### src/sv/epid_pkg.sv
package epid_pkg;

    // Item tags, assembled as group then element
    localparam logic [31:0] TAG_ITEM      = 32'hFFFEE000;
    localparam logic [31:0] TAG_SEQ_DELIM = 32'hFFFEE0DD;

    // Marker pair that closes a frame
    localparam logic [7:0] MARK_HI = 8'hFF;
    localparam logic [7:0] MARK_LO = 8'hD9;

    // Header size in bytes from the sequence start
    localparam logic [31:0] HEADER_BYTES = 32'd8;

    localparam logic [15:0] FRAME_MAX = 16'hFFFF;

    // Record kinds
    localparam logic [1:0] KIND_TABLE   = 2'd0;
    localparam logic [1:0] KIND_FRAG    = 2'd1;
    localparam logic [1:0] KIND_DELIM   = 2'd2;
    localparam logic [1:0] KIND_BAD_TAG = 2'd3;

    typedef struct packed {
        logic [1:0]  record_kind;
        logic [15:0] frame_index;
        logic [31:0] value_offset;
        logic [31:0] value_length;
        logic        ends_frame;
    } result_t;

endpackage

### src/sv/encapsulated_pixel_item_deframer_core.sv
// Encapsulated pixel data deframer. Takes one byte of the item sequence per
// transfer and sustains one byte every clock while in_stall is low. Each
// byte passes through one registered step, so a record shows on the output
// in the cycle after the byte that completes it: the offset table and
// delimiter when their 8-byte header ends, a fragment when its last value
// byte arrives (or at its header if it is empty). value_offset counts from
// the sequence start, just past the header. A bad first tag gives a record
// of kind 3 and the block then drops every byte until reset. in_stall rises
// only while a record waits and the output side stalls.
module encapsulated_pixel_item_deframer_core
    import epid_pkg::*;
(
    input  logic        clk,
    input  logic        rst_n,
    input  logic        in_valid,
    output logic        in_stall,
    input  logic [7:0]  data_byte,
    output logic        out_valid,
    input  logic        out_stall,
    output logic [1:0]  record_kind,
    output logic [15:0] frame_index,
    output logic [31:0] value_offset,
    output logic [31:0] value_length,
    output logic        ends_frame
);

    logic    accept;
    logic    res_valid;
    result_t res;
    logic    out_valid_reg, out_valid_next;
    result_t out_reg;

    assign in_stall = out_valid_reg && out_stall;
    assign accept   = in_valid && !in_stall;

    epid_parser u_parser (
        .clk       (clk),
        .rst_n     (rst_n),
        .accept    (accept),
        .data_byte (data_byte),
        .res_valid (res_valid),
        .res       (res)
    );

    // Output register valid
    always_comb
    begin
        out_valid_next = out_valid_reg;
        if (accept)
            out_valid_next = res_valid;
        else if (!out_stall)
            out_valid_next = 1'b0;
    end

    always_ff @(posedge clk or negedge rst_n)
    begin
        if (!rst_n)
            out_valid_reg <= 1'b0;
        else
            out_valid_reg <= out_valid_next;
    end

    // Result payload
    always_ff @(posedge clk)
    begin
        if (accept && res_valid)
            out_reg <= res;
    end

    assign out_valid    = out_valid_reg;
    assign record_kind  = out_reg.record_kind;
    assign frame_index  = out_reg.frame_index;
    assign value_offset = out_reg.value_offset;
    assign value_length = out_reg.value_length;
    assign ends_frame   = out_reg.ends_frame;

endmodule

### src/sv/epid_parser.sv
// Item header assembly and value scan, one byte per transfer.
module epid_parser
    import epid_pkg::*;
(
    input  logic       clk,
    input  logic       rst_n,
    input  logic       accept,
    input  logic [7:0] data_byte,
    output logic       res_valid,
    output result_t    res
);

    typedef enum logic [1:0] {
        PH_HEADER = 2'd0,
        PH_TABLE  = 2'd1,
        PH_FRAG   = 2'd2,
        PH_HALT   = 2'd3
    } phase_t;

    phase_t      phase_reg, phase_next;
    logic [63:0] shift_reg, shift_next;
    logic [2:0]  count_reg, count_next;
    logic [31:0] remain_reg, remain_next;
    logic [31:0] pos_reg, pos_next;
    logic [31:0] start_reg, start_next;
    logic        first_reg, first_next;
    logic        pff_reg, pff_next;
    logic        marker_reg, marker_next;
    logic [15:0] frame_reg, frame_next;

    logic [63:0] shift_base;
    logic [31:0] tag;
    logic [31:0] len;

    assign shift_base = (count_reg == 3'd0) ? 64'd0 : shift_reg;
    // tag and length of the header that the eighth byte completes
    assign tag = {shift_reg[15:8], shift_reg[7:0], shift_reg[31:24], shift_reg[23:16]};
    assign len = {data_byte, shift_reg[55:32]};

    // Next state and result for the byte in transfer
    always_comb
    begin
        phase_next  = phase_reg;
        shift_next  = shift_reg;
        count_next  = count_reg;
        remain_next = remain_reg;
        pos_next    = pos_reg;
        start_next  = start_reg;
        first_next  = first_reg;
        pff_next    = pff_reg;
        marker_next = marker_reg;
        frame_next  = frame_reg;
        res_valid   = 1'b0;
        res.record_kind = KIND_FRAG;
        res.frame_index = 16'd0;
        res.ends_frame  = 1'b0;

        if (accept && phase_reg != PH_HALT)
        begin
            pos_next = pos_reg + 32'd1;
            case (phase_reg)
                PH_TABLE, PH_FRAG:
                begin
                    if (phase_reg == PH_FRAG)
                    begin
                        marker_next = marker_reg | (pff_reg && data_byte == MARK_LO);
                        pff_next    = (data_byte == MARK_HI);
                    end
                    remain_next = remain_reg - 32'd1;
                    if (remain_next == 32'd0)
                    begin
                        phase_next = PH_HEADER;
                        if (phase_reg == PH_FRAG)
                        begin
                            // last value byte closes the fragment
                            res_valid       = 1'b1;
                            res.record_kind = KIND_FRAG;
                            res.frame_index = frame_reg;
                            res.ends_frame  = marker_next;
                            if (marker_next && frame_reg != FRAME_MAX)
                                frame_next = frame_reg + 16'd1;
                            marker_next = 1'b0;
                            pff_next    = 1'b0;
                        end
                    end
                end
                PH_HEADER:
                begin
                    shift_next = shift_base | ({56'd0, data_byte} << {count_reg, 3'b000});
                    count_next = count_reg + 3'd1;
                    if (count_reg == 3'd7)
                    begin
                        start_next = pos_next;
                        res_valid  = 1'b1;
                        if (!first_reg)
                        begin
                            if (tag != TAG_ITEM)
                            begin
                                res.record_kind = KIND_BAD_TAG;
                                phase_next      = PH_HALT;
                            end
                            else
                            begin
                                res.record_kind = KIND_TABLE;
                                first_next      = 1'b1;
                                if (len != 32'd0)
                                begin
                                    remain_next = len;
                                    phase_next  = PH_TABLE;
                                end
                            end
                        end
                        else if (tag == TAG_SEQ_DELIM)
                        begin
                            // end of sequence, counters restart
                            res.record_kind = KIND_DELIM;
                            pos_next    = 32'd0;
                            frame_next  = 16'd0;
                            first_next  = 1'b0;
                            pff_next    = 1'b0;
                            marker_next = 1'b0;
                        end
                        else
                        begin
                            pff_next    = 1'b0;
                            marker_next = 1'b0;
                            if (len == 32'd0)
                            begin
                                // empty fragment reported at once
                                res.record_kind = KIND_FRAG;
                                res.frame_index = frame_reg;
                            end
                            else
                            begin
                                res_valid   = 1'b0;
                                remain_next = len;
                                phase_next  = PH_FRAG;
                            end
                        end
                    end
                end
                default:
                begin
                    phase_next = phase_reg;
                end
            endcase
        end

        res.value_offset = start_next;
        res.value_length = shift_next[63:32];
    end

    // Parser state
    always_ff @(posedge clk or negedge rst_n)
    begin
        if (!rst_n)
        begin
            phase_reg  <= PH_HEADER;
            shift_reg  <= 64'd0;
            count_reg  <= 3'd0;
            remain_reg <= 32'd0;
            pos_reg    <= 32'd0;
            start_reg  <= 32'd0;
            first_reg  <= 1'b0;
            pff_reg    <= 1'b0;
            marker_reg <= 1'b0;
            frame_reg  <= 16'd0;
        end
        else
        begin
            phase_reg  <= phase_next;
            shift_reg  <= shift_next;
            count_reg  <= count_next;
            remain_reg <= remain_next;
            pos_reg    <= pos_next;
            start_reg  <= start_next;
            first_reg  <= first_next;
            pff_reg    <= pff_next;
            marker_reg <= marker_next;
            frame_reg  <= frame_next;
        end
    end

endmodule

### config.mk
export PLATFORM = sky130hd
export DESIGN_NAME = encapsulated_pixel_item_deframer_core
export DESIGN_NICKNAME = d
export VERILOG_FILES = /design/src/sv/epid_pkg.sv /design/src/sv/encapsulated_pixel_item_deframer_core.sv /design/src/sv/epid_parser.sv
export SDC_FILE = /design/constraint.sdc
export NUM_CORES = 1
export LEC_CHECK = 0
export ABC_AREA = 1
export BUFFER_PORTS_ARGS = -buffer_cell sky130_fd_sc_hd__buf_4
export CORE_ASPECT_RATIO = 1.5
export CORE_MARGIN = 3
export CORE_UTILIZATION = 60
export CTS_BUF_LIST = sky130_fd_sc_hd__clkbuf_4
export CTS_CLUSTER_DIAMETER = 40
export DETAILED_ROUTE_END_ITERATION = 6
export MAX_ROUTING_LAYER = met4
export PLACE_DENSITY_LB_ADDON = 0.2
export SLEW_MARGIN = 20
export SYNTH_ARGS = -nofsm -noshare
export SYNTH_HDL_FRONTEND = slang
export SYNTH_SLANG_ARGS = --single-unit
### constraint.sdc
create_clock -name clk -period 5.1 [get_ports clk]
set_input_delay 0.765 -clock clk [delete_from_list [all_inputs] [get_ports clk]]
set_output_delay 0.765 -clock clk [all_outputs]
set_load 0.005 [all_outputs]
Word-level counts from Yosys, hierarchy flattened
Index checks and enable logic that the tools add are counted.
{ "totals": {"out_inout_bits": 85, "elab_cells": 133, "regBits": 268} }
{ "op_classes": {"n_bitwise": 2, "n_eq_ne": 21, "n_shift": 1, "n_mux": 67, "reduce_logical": 21, "addsub": 4} }
{ "op_table": {"columns": ["op", "n"], "rows": [
  ["32-bit 2-to-1 mux", 13],
  ["64-bit 2-to-1 mux", 3],
  ["16-bit 2-to-1 mux", 10],
  ["32-bit zero test", 2],
  ["64-bit bitwise OR", 1],
  ["32-bit case mux with 2 select lines", 1],
  ["8-bit by 6-bit << shifter with 64-bit output", 1],
  ["18-bit 2-to-1 mux", 2],
  ["18-bit case mux with 2 select lines", 1],
  ["32-bit by 1-bit adder with 32-bit output, second input constant", 1],
  ["32-bit equality test, second input constant", 1],
  ["32-bit != test, second input constant", 1],
  ["16-bit case mux with 2 select lines", 1],
  ["32-bit nonzero test", 1],
  ["32-bit by 1-bit subtractor with 32-bit output, second input constant", 1],
  ["1-bit 2-to-1 mux", 22],
  ["2-bit 2-to-1 mux", 10],
  ["16-bit by 1-bit adder with 16-bit output, second input constant", 1],
  ["8-bit equality test, second input constant", 2],
  ["16-bit != test, second input constant", 1],
  ["2-bit by 1-bit != test with 1-bit output, second input constant", 7],
  ["7-bit AND reduction", 2],
  ["4-bit AND reduction", 2],
  ["8-bit AND reduction", 1],
  ["20 further kinds", 28]
]} }

Depth between registers and ports, before layout
{ "depth": {"ltp_word": 11, "depth_mapped": 18, "mapped_depth_nobuf": 17} }

Hierarchy
From an unflattened synthesis, not the netlist that was laid out.
{ "unflattened": {"hier_cells": 1490, "area_unflattened_um2": 13118.8} }
{ "by_module_without_submodules": {"columns": ["module", "cells_each", "n_inst", "area_per_inst_um2"], "rows": [
  ["epid_parser", 1398, 1, 10562.6],
  ["encapsulated_pixel_item_deframer_core", 92, 1, 2556.2]
]} }

Worst setup path before layout
No wires, ideal clock.
{ "synth_path": {"path_type": "reg2reg", "start": "register u_parser.remain_reg[0]", "end": "register out_reg, in the netlist ends_frame, enable pin", "path_buffers": 0, "stages_incl_launch_ff": 17, "synth_period_minus_slack_ns": 4.032, "arrival_time_ns": 3.589, "slack_ns": 1.068, "cell_sequence": "dfrtp_1 -> inv_1 -> ha_1 -> nand2_4 -> nor2_8 -> nand2_1 -> nand2_1 -> nand2_1 -> inv_1 -> nand2_1 -> nor2_1 -> nand2_1 -> nor2_1 -> nand2_1 -> nor2_1 -> nand4_1 -> nand2_1"} }
{ "synth_between": {"elab_chain_cells": 6} }
{ "synth_lines": {"columns": ["item", "line", "text"], "rows": [
  ["start: declaration", "epid_parser.sv:23", "logic [31:0] remain_reg, remain_next;"],
  ["start signal: assignment", "epid_parser.sv:174", "remain_reg <= remain_next;"],
  ["32-bit by 1-bit subtractor with 32-bit output", "epid_parser.sv:69", "remain_next = remain_reg - 32'd1;"],
  ["32-bit zero test", "epid_parser.sv:70", "if (remain_next == 32'd0)"],
  ["1-bit 2-to-1 mux", "epid_parser.sv:70", null],
  ["1-bit case mux with 2 select lines", "epid_parser.sv:61", "case (phase_reg)"],
  ["1-bit 2-to-1 mux", "epid_parser.sv:58", "if (accept && phase_reg != PH_HALT)"],
  ["1-bit logical AND", "encapsulated_pixel_item_deframer_core.sv:66", "if (accept && res_valid)"],
  ["end signal: assignment", "encapsulated_pixel_item_deframer_core.sv:67", "out_reg <= res;"],
  ["end: declaration", "encapsulated_pixel_item_deframer_core.sv:31", "result_t out_reg;"]
]} }
Every way passes these cells.
A chain may end at the register's enable or synchronous reset.

Worst setup path in the final report
{ "layout_path": {"start": "register u_parser.remain_reg[0]", "end": "register out_reg, in the netlist frame_index[0], enable pin"} }
Same word-level chain as after synthesis.

==> results.rst <==
.. list-table::
   :header-rows: 1

   * - Metric
     - Value
   * - Outcome
     - completed
   * - Cell-by-cell listing of the critical path
     - inv_1 -> ha_1 -> nand2_4 -> nor2_8 -> nand2_1 -> nand2_1 -> nand2_1 -> inv_1 -> nand2_1 -> nor2_1 -> nand2_1 -> nor2_1 -> nand2_1 -> nor2_1 -> nand4_1 -> nand2_4 -> buf_4
   * - Slowest Stage Delay on Critical Path
     - just under 0.6 ns
   * - Crit path buf inv count
     - 3
   * - Yosys warns
     - 0
   * - RSZ-0062 raised after global routing
     - false
   * - Via count of the first global-routing pass
     - 11,413
   * - Mapped Avg Cell Area
     - between 8 and 9 µm²
   * - Total standard cell area after synthesis
     - 13,300 µm²
   * - Most repeated cell in the gate-level netlist after synthesis
     - nand2_1
   * - Worst IR drop on VDD
     - a little under 0.4 mV
   * - Power per cell area
     - a little over 500 nW/µm²
   * - Clock skew after layout
     - ~0.05 ns
   * - Max clock buf depth
     - 3
   * - Crit Reg-Reg Startpoint
     - u_parser.remain_reg[0]
   * - HPWL reported at the end of detailed placement
     - approximately 25 mm
   * - Total global-route track usage
     - a little under a third
   * - Final sum of negative setup slack
     - 0 ns
   * - Clock tree from TritonCTS
     - built
   * - Type of the worst setup path
     - flip-flop to flip-flop
   * - Time the final worst path needs with I/O delays and setup
     - ~3.6 ns
   * - Total CTS buffers
     - 66
   * - Total global routing overflow
     - 0
   * - Post_cts resized
     - 0
   * - Final ANT Viol Nets
     - 0
   * - Core Util, Final
     - a little under 70%
   * - Die outline height
     - approximately 190 µm
   * - Kind of cell adding the most delay to the critical path
     - simple AND/OR/NAND/NOR gates
   * - RePlAce Congestion
     - approximately 0.99
   * - Setup-failing EPs final
     - 0
   * - Post-synthesis cell type with the largest combined area
     - dfrtp_1
   * - Reg2Reg Setup Slack
     - 1.46 ns
   * - Antenna violations before repair
     - 1
   * - Row cnt
     - 66
   * - Flip-flop count of the largest register, all copies and words added
     - 64
   * - Average wire per standard cell
     - 17.4 µm
   * - Maximum number of pins on one net before global-route repair
     - 90
   * - Drt pass-1 iters
     - 6
   * - Slew HR
     - about a third
   * - Via count
     - 11,398
   * - Cell type of the slowest stage on the worst timing path
     - nand2_4
   * - Kind of end point of the critical path
     - flip-flop
   * - Critical path fanouts, max
     - 45
   * - Overall routed net length
     - approximately 35 mm
   * - Worst slack after detailed placement
     - 1.50 ns
   * - I/O pin total
     - slightly below 100
   * - Via-to-Cell Ratio
     - 5.71
   * - Sequential area share after synthesis
     - 53.7%
   * - Arrival time of the worst setup path
     - 3.99 ns
   * - Die footprint
     - 23,900 µm²
   * - Flip-flop and latch count after synthesis
     - between 200 and 300
   * - Class of the tightest hold or removal check
     - input port to asynchronous set/reset pin
   * - Count of input and output buffers
     - 96
   * - Core outline area
     - between 20,000 and 25,000 µm²
   * - Cts hold-fix bufs
     - 0
   * - Clock-pin slew of the registers on the worst-case setup and hold paths
     - 0.07 ns
   * - Final hold violation count
     - 0
   * - Top cell type's share of synthesized area
     - 34.9%
   * - Most instantiated cells after synthesis
     - nand2_1 (398), o21ai_0 (201), dfrtp_1 (185)
   * - Final clock period utilization by the worst path
     - 71.4%
   * - Max-cap check violation count
     - 0
   * - Clock latency of the later-clocked register in the worst-skew pair
     - 0.71 ns
   * - Total number of nets in the final design
     - ~1,700
   * - Standby leakage power
     - between 6 and 7 nW
   * - Max Transition Viols Final
     - 0
   * - Clock sink count
     - 268
   * - Global-route wire length before repair
     - around 57 mm
   * - Die extent in x
     - ~130 µm
   * - Slew of the pin with the lowest slew margin
     - roughly 0.98 ns
   * - Count of routing violations after the opening detailed-route iteration
     - 1,037
   * - Initial cell density of the core
     - around three fifths
   * - Worst reg2reg path depth
     - 17
   * - Biggest area contributors in the synthesized netlist
     - dfrtp_1 (35%), edfxtp_1 (19%), nand2_1 (11%)
   * - Number of post-CTS setup repair buffers
     - 0
   * - Most instantiated flip-flop cell in the synthesis netlist
     - dfrtp_1
   * - Startpoint kind of the worst setup timing path
     - flip-flop
   * - Number of distinct library cells after synthesis
     - 45
   * - Fmax achieved
     - approximately 270 MHz
   * - Req. time, crit path
     - 5.46 ns
   * - Fin worst setup slack
     - 1.46 ns
   * - Synth async-reset ratio
     - 69.0%
   * - Remaining routing DRC violations
     - 0
   * - Root buf cell
     - clkbuf_4
   * - Area added between synthesis and finish
     - 13.5%
   * - Number of H-tree branching levels
     - 3
   * - Number of synthesized flops with an enable pin
     - between 80 and 90
   * - Share of cells above drive strength 1
     - 16.9%
   * - Most Frequent Cell on Critical Path
     - nand2_1
   * - Number of instances in the synthesized netlist
     - roughly 1,500
   * - Number of nets produced by synthesis
     - between 1,500 and 2,000
   * - Crit Reg-Reg Endpoint
     - frame_index[0]
## metrics by stage
stage | cell area, µm² | hold slack (ns) | instances | total power, mW
after floorplan | 13300 | 0.441 | 1546 | 4.98
after global placement | 14200 | 0.465 | 1872 | 5.69
after detailed placement | 14200 | 0.471 | 1872 | 5.74
after CTS | 15000 | 0.150 | 1994 | 7.58
after global routing | 15000 | 0.194 | 1995 | 8.12
final | 15000 | 0.155 | 1995 | 7.57
## layer usage
metal | wire, µm | GRT usage [%] | vias to the layer above
met5 | 0 | - | -
met4 | 1810 | 15.7 | 0
met3 | 2330 | 5.73 | 136
met2 | 17100 | 49.6 | 532
met1 | 13300 | 36.1 | 5346
li1 | - | - | 5384
## placed cells by master, fill, tap and decap left out, types with 14 or more instances in the layout
cell type / instances
o22ai_1: 20
nand3_1: 64
o21ai_0: 201
buf_4: 111
nor3_1: 16
dfrtp_1: 185
clkbuf_4: 104
edfxtp_1: 83
nand4_1: 35
nor2_1: 158
nand2_1: 397
xor2_1: 31
inv_1: 144
nor2_2: 14
nor4_1: 15
## how the worst max path moves through the flow
| stage | from | endpoint | slack (ns) | depth (start not counted) |
|---|---|---|---|---|
| CTS | u_parser.remain_reg[0] | frame_index[0] | 1.50 | 17 |
| finish | u_parser.remain_reg[0] | frame_index[0] | 1.46 | 17 |
| floorplan | u_parser.remain_reg[0] | ends_frame | 1.07 | 16 |
| detailed placement | out_stall | frame_index[2] | 1.50 | 11 |
| global route | u_parser.remain_reg[0] | frame_index[0] | 1.11 | 15 |
| global placement | out_stall | value_length[17] | 1.53 | 11 |
## worst reg2reg max path, cell delays in order, from the launching register on
cell and delay (ns):
dfrtp_1 0.41, inv_1 0.16, ha_1 0.31, nand2_4 0.13
nor2_8 0.20, nand2_1 0.07, nand2_1 0.06, nand2_1 0.08
inv_1 0.10, nand2_1 0.05, nor2_1 0.11, nand2_1 0.07
nor2_1 0.12, nand2_1 0.08, nor2_1 0.15, nand4_1 0.20
nand2_4 0.59, buf_4 0.42
## area by class of cell
class | count | area (µm²)
antenna | 1 | 2.50
fill | 1801 | 6680
clock buffer | 104 | 781
tap | 272 | 340
clock inverter | 18 | 72.6
timing repair buffer | 112 | 845
inverter | 147 | 552
sequential | 268 | 7120
multi-input combinational | 1073 | 5330
## kinds of logic (layout without fill, tap and decap cells)
kind of cell	after synthesis	count (layout)	synth area share, %
adders and majority gates	11	11	1.04
and+or+nand+nor	742	742	24.7
buffers and inverters	205	381	6.23
xor gates and xnor gates	41	41	2.71
other	0	1	0
muxes	4	4	0.302
AOI/OAI and AO/OA	275	275	11.2
DFF	268	268	53.7
## power by group
part	total [mW]	internal [mW]	switching (mW)
Clock	1.81	0.932	0.880
Sequential	3.22	2.79	0.433
Combinational	2.54	0.747	1.79
Note: power is estimated with default switching activity, not from simulation.
